--- src/hdl/gfs_pkg.sv ---
// Shared types and constants of the gaze fixation smoother.
// No dependencies; imported by every module of the block but gfs_ram.
`default_nettype none

package gfs_pkg;

  localparam int COORD_W   = 16;
  localparam int CFG_W     = 16;
  localparam int CFG_IDX_W = 1;

  localparam logic [CFG_IDX_W-1:0] REG_SMOOTH_WEIGHT  = 1'b0;
  localparam logic [CFG_IDX_W-1:0] REG_DISP_THRESHOLD = 1'b1;

  localparam logic [CFG_W-1:0] WEIGHT_RESET = 16'd58982;
  localparam logic [CFG_W-1:0] THRESH_RESET = 16'd800;

  localparam int QUEUE_DEPTH = 2;
  localparam int QPTR_W      = 1;
  localparam int QCNT_W      = 2;

  typedef enum logic {
    OP_REPEAT,
    OP_UPDATE
  } op_t;

  typedef struct packed {
    op_t                op;
    logic [COORD_W-1:0] x;
    logic [COORD_W-1:0] y;
  } qitem_t;

  typedef enum logic [3:0] {
    ST_IDLE,
    ST_WRITE,
    ST_SUM,
    ST_DIV_MUL,
    ST_DIV_FIX,
    ST_DISP,
    ST_BLEND1,
    ST_BLEND2,
    ST_OUT
  } state_t;

endpackage

`default_nettype wire

--- src/hdl/gfs_front.sv ---
// Front end: accepts gaze samples, classifies them and queues them.
// Depends on gfs_pkg.
`default_nettype none

module gfs_front (
  input  wire logic                        clk,
  input  wire logic                        rst_n,
  input  wire logic                        in_tvalid,
  output logic                             in_tready,
  input  wire logic [2*gfs_pkg::COORD_W-1:0] in_tdata,
  input  wire logic                        in_tuser,
  output logic                             q_valid,
  output gfs_pkg::qitem_t                  q_item,
  input  wire logic                        q_pop
);

  import gfs_pkg::*;

  qitem_t              slot_r [QUEUE_DEPTH];
  logic [QPTR_W-1:0]   wr_ptr_r, wr_ptr_nxt;
  logic [QPTR_W-1:0]   rd_ptr_r, rd_ptr_nxt;
  logic [QCNT_W-1:0]   count_r, count_nxt;
  logic                push;
  qitem_t              new_item;

  assign in_tready = (count_r != QCNT_W'(QUEUE_DEPTH));
  assign push      = in_tvalid && in_tready;
  assign q_valid   = (count_r != '0);
  assign q_item    = slot_r[rd_ptr_r];

  // An invalid sample only repeats the held result, so it is tagged apart.
  always_comb begin
    new_item.op = in_tuser ? OP_UPDATE : OP_REPEAT;
    new_item.x  = in_tdata[COORD_W-1:0];
    new_item.y  = in_tdata[2*COORD_W-1:COORD_W];
  end

  always_comb begin
    wr_ptr_nxt = push ? wr_ptr_r + 1'b1 : wr_ptr_r;
    rd_ptr_nxt = q_pop ? rd_ptr_r + 1'b1 : rd_ptr_r;
    count_nxt  = count_r;
    if (push && !q_pop) begin
      count_nxt = count_r + 1'b1;
    end else if (!push && q_pop) begin
      count_nxt = count_r - 1'b1;
    end
  end

  always_ff @(posedge clk) begin
    if (!rst_n) begin
      wr_ptr_r <= '0;
      rd_ptr_r <= '0;
      count_r  <= '0;
    end else begin
      wr_ptr_r <= wr_ptr_nxt;
      rd_ptr_r <= rd_ptr_nxt;
      count_r  <= count_nxt;
    end
  end

  always_ff @(posedge clk) begin
    if (push) begin
      slot_r[wr_ptr_r] <= new_item;
    end
  end

endmodule

`default_nettype wire

--- config.mk ---
export PLATFORM = sky130hd
export DESIGN_NAME = gfs_front
export DESIGN_NICKNAME = d
export VERILOG_FILES = /design/src/hdl/gfs_pkg.sv /design/src/hdl/gfs_front.sv
export SDC_FILE = /design/constraint.sdc
export NUM_CORES = 1
export LEC_CHECK = 0
export ABC_AREA = 1
export CAP_MARGIN = 25
export CORE_MARGIN = 1
export CORE_UTILIZATION = 24
export CTS_CLUSTER_SIZE = 10
export DETAILED_ROUTE_END_ITERATION = 8
export DONT_BUFFER_PORTS = 1
export GPL_TIMING_DRIVEN = 0
export SETUP_SLACK_MARGIN = 0.2
export SYNTH_ARGS = -nofsm -noshare
export SYNTH_HDL_FRONTEND = slang
export SYNTH_SLANG_ARGS = --single-unit
--- constraint.sdc ---
create_clock -name clk -period 5.3 [get_ports clk]
set_input_delay 0.53 -clock clk [delete_from_list [all_inputs] [get_ports clk]]
set_output_delay 0.53 -clock clk [all_outputs]
set_load 0.01 [all_outputs]
# Word-level counts from Yosys, hierarchy flattened
# Memories as Yosys holds them, arrays and structs flattened. A register that Yosys moved wholly into a read port is not among the register bits.
# Cells that the tools add are included.
# totals
regBits	4
ram_bits	66
in_bits	37
output_inout_bits	35
wordCells	23
memories	1
# op_classes
add_sub_neg	4
eq_ne	1
muxes	7
n_reduce_logical	7
# memory_table
name	words	word_bits	rd	rd_ports_with_merged_regs	write_ports	line	rtl
slot_r	2	33	1	1	1	gfs_front.sv:19	qitem_t slot_r [QUEUE_DEPTH];
# op_table
op	count
$mux W1	5
$mux W2	2
$reduce_bool A2 Y1	2
$logic_and A1 B1 Y1	3
$add A1 B1 Y1 const B	2
$add A2 B1 Y2 const B	1
$logic_not A1 Y1	2
$ne A2 B2 Y1 const B	1
$sub A2 B1 Y2 const B	1

# Longest topological paths before layout
# logic_depth
depth_word	6
ltp_mapped	11
depth_no_buf	11

# Least setup slack after synthesis
# No wires, ideal clock.
# synth_timing
path_type	in2reg
from	input in_tvalid
to	memory slot_r[0][0] in the netlist's numbering (enable)
setup_ns	0.423
t_arrival_ns	2.018
slack_ns	2.859
stages	2
n_path_buf	0
path_cell_list	nand2_1 > nor2_1
# synth_via
elab_chain_len	3
# synth_rtl
item	line	rtl
start: declaration	gfs_front.sv:8	input wire logic in_tvalid,
$logic_and A1 B1 Y1	gfs_front.sv:27	assign push = in_tvalid && in_tready;
$mux W1	gfs_front.sv:62	if (push) begin
$mux W1 (not written as such)	gfs_front.sv:63	slot_r[wr_ptr_r] <= new_item;
end: declaration	gfs_front.sv:19	
# Every way passes these cells.

==> flow_metrics.py <==
metrics = {
    "job": {
        "maxCapViolations": 0,
    },
    "logic_synthesis": {
        "synthesis.nets": 177,
        "syn_avg_cell_area_um2": 19.9,
        "synth_area_leaders": "edfxtp_1 (72%), mux2_4 (16%), dfxtp_1 (3.6%)",
        "synthTopCellsByCount": "edfxtp_1 (66), mux2_4 (30), nand2_1 (9), inv_1 (8), nor2_1 (8)",
        "yosysTopAreaCellShare_pct": 71.5,
        "synth_area_leader_cell": "edfxtp_1",
        "ys_ff_latch": 71,
        "yosys_most_used_dff": "edfxtp_1",
        "synth_most_common_cell": "edfxtp_1",
        "synth_cell_types": 14,
        "synth_edf_count": 66,
        "postSynth.asyncResetShare_pct": 0,
        "synth-seq-area-share_pct": 75.2,
        "synth_area_um2": 2770,
        "synthCells": 139,
        "yosys_warnings": 0,
    },
    "sta": {
        "period_needed_ps": 1830,
        "final.period_utilization_pct": 34.5,
        "fmax_ghz": 0.547,
        "worstMarginPinSlew_ps": 535,
        "slew_headroom_pct": 64.2,
        "rsz0062_at_grt": "false",
        "tns_ps": 0,
        "fin_skew_ps": 5.65,
        "setup_violations": 0,
        "hold_viol": 0,
        "drv_slew": 0,
    },
    "setup_path": {
        "cp_max_fo": 10,
        "cp_data_required_time_ps": 4770,
        "crit_arrival_ps": 1300,
        "critPathKind": "flop to output port",
        "endpoint_kind": "output port",
        "worstSetupStartpointType": "flop",
    },
    "power_and_ir_drop": {
        "internal_power_mw": 1.04,
        "p_sw_share_pct": 22.4,
        "powerDensity_nw_per_um2": 411,
        "switching_power_mw": 0.301,
        "max-vdd-ir-drop_mv": 0.142,
        "p_clk_share_pct": 38.3,
        "total_leakage_power_nw": 1.17,
        "comb_power_share_pct": 11.3,
        "p_seq_share_pct": 50.4,
        "finalPower_mw": 1.35,
    },
    "drt": {
        "vias_per_cell": 4.00,
        "final_antenna_net_count": 0,
        "drt_iter0_markers": 58,
        "first_pass_iters": 3,
        "route.detailed.drc": 0,
        "vias": 1183,
        "wl_per_cell_um": 15.9,
        "drt_wl_total_um": 4710,
    },
    "grt": {
        "grt.overflow.total": 0,
        "grt_use_total_pct": 8.47,
        "grt_max_degree": 20,
        "grt_pass1_vias": 1216,
        "grt_antenna_before_repair": 0,
        "grt_first_pass_wirelength_um": 6870,
    },
    "placed_design": {
        "dp_cells": 281,
        "hpwlAfterDp_um": 3210,
        "io_buffers": 0,
        "routabilityCongestion": 0.564,
    },
    "floorplan": {
        "start_util_pct": 25.1,
        "rows": 38,
        "die-width_um": 109,
        "die_h_um": 109,
        "core_area_um2": 11000,
        "num_io_pins": 72,
        "dieArea_um2": 12000,
    },
    "clock_tree": {
        "clk_latency_ps": 320,
        "clk_pin_slew_ps": 60,
        "cts_inserted_buffers": 9,
        "cts_hold_buffers": 0,
        "cts_tree": "built",
        "cts-root-buf": "clkbuf_16",
        "cts_setup_buffers": 0,
        "cts_max_path_buffers": 2,
        "ctsResizeCount": 0,
        "cts_sinks": 71,
        "htree_num_levels": 3,
    },
    "final_layout": {
        "ff_latch_area_um2": 2080,
        "nFillCells": 1102,
        "syn_to_final_growth_pct": 18.1,
        "finalNonFillerCells": 296,
        "fin_nets": 190,
        "drive_gt1_share_pct": 34.6,
        "diodes": 0,
        "multiInputGateArea_um2": 602,
    },
    "worst_hold_path": {
        "worstHoldPathType": "input port to flop",
    },
    "outcome": {
        "outcome": "complete, no violations",
    },
}
## registers in the layout, summed over array words and instances (netlist names), named ones only
| name | flops |
|---|---|
| count_r | 2 |
| rd_ptr_r | 1 |
| slot_r | 66 |
| wr_ptr_r | 1 |
## cells in the final DEF (no fill, tap or decap)
master | Yosys | layout
nor2_4 | 0 | 2
clkinvlp_4 | 0 | 1
o21ai_0 | 2 | 2
ha_1 | 1 | 1
buf_16 | 0 | 2
nand2_1 | 9 | 9
dfxtp_1 | 5 | 5
mux2_2 | 3 | 3
clkinv_1 | 0 | 1
clkbuf_1 | 0 | 1
edfxtp_1 | 66 | 66
mux2_4 | 30 | 30
nand3_1 | 1 | 1
clkbuf_16 | 0 | 9
buf_12 | 3 | 3
buf_6 | 1 | 1
inv_1 | 8 | 8
a21oi_1 | 1 | 1
nand4_1 | 1 | 1
clkinv_2 | 0 | 3
nor2_1 | 8 | 6
## cells by family (layout without fill, tap and decap cells)
group / Yosys count / in the layout / share of synthesized area [%]
AOI/OAI and AO/OA: 3 / 3 / 0.542
adders and majority gates: 1 / 1 / 0.452
buffers and inverters: 12 / 29 / 3.66
DFF: 71 / 71 / 75.2
muxes: 33 / 33 / 17.5
and+or+nand+nor: 19 / 19 / 2.71
## metal layers
| layer | up-vias | part of all wire, % | wire length [µm] | track usage, % |
|---|---|---|---|---|
| li1 | 545 | - | - | - |
| met3 | 6 | 9.6 | 453 | 5.51 |
| met2 | 53 | 49 | 2330 | 13.2 |
| met1 | 579 | 40 | 1870 | 9.18 |
| met4 | 0 | 1.3 | 59 | 3.14 |
| met5 | - | 0 | 0 | 0 |
## worst max-delay path: stages (launching register included)
cell and delay, ps:
dfxtp_1 320, buf_6 150, buf_12 160, mux2_4 340
## path summary, 6_finish.rpt
kind	from	end	slack, ps	cells past startpoint
worst max register to register	count_r[0]$_SDFFE_PN0P_	slot_r[0][24]$_DFFE_PP_	3570	5
worst min-delay path	in_tdata[14]	slot_r[1][30]$_DFFE_PP_	300	0
worst max-delay path	flop	q_item[14]	3470	3
worst min register to register	rd_ptr_r$_SDFFE_PN0P_	flop	500	2
## power by group through the flow
stage	sequential [mW]	combinational (mW)	clock (mW)
2_1_floorplan	0.688	0.116	0
5_1_grt	0.681	0.166	0.569
3_3_place_gp	0.692	0.140	0
3_5_place_dp	0.690	0.157	0
6_report	0.678	0.152	0.515
4_1_cts	0.679	0.157	0.540
## metrics by stage
step	utilization, %	instance area [µm²]	hold slack, ps	setup slack [ps]
after floorplan	-	2770	463	2860
after global placement	26.7	2950	475	1820
after detailed placement	27.3	3020	481	3520
final	29.7	3270	302	3470
after CTS	29.7	3270	285	3430
after global routing	29.7	3270	273	3410
## area by class of cell
type / count / share of cell area, %
Buffer: 4 / 2.18
Clock buffer: 10 / 7.00
Clock inverter: 5 / 0.803
Inverter: 8 / 0.918
Multi-Input combinational cell: 56 / 18.4
Sequential cell: 71 / 63.7
Tap cell: 140 / 5.36
Timing Repair Buffer: 2 / 1.68
(Power assumes the default switching activity.)
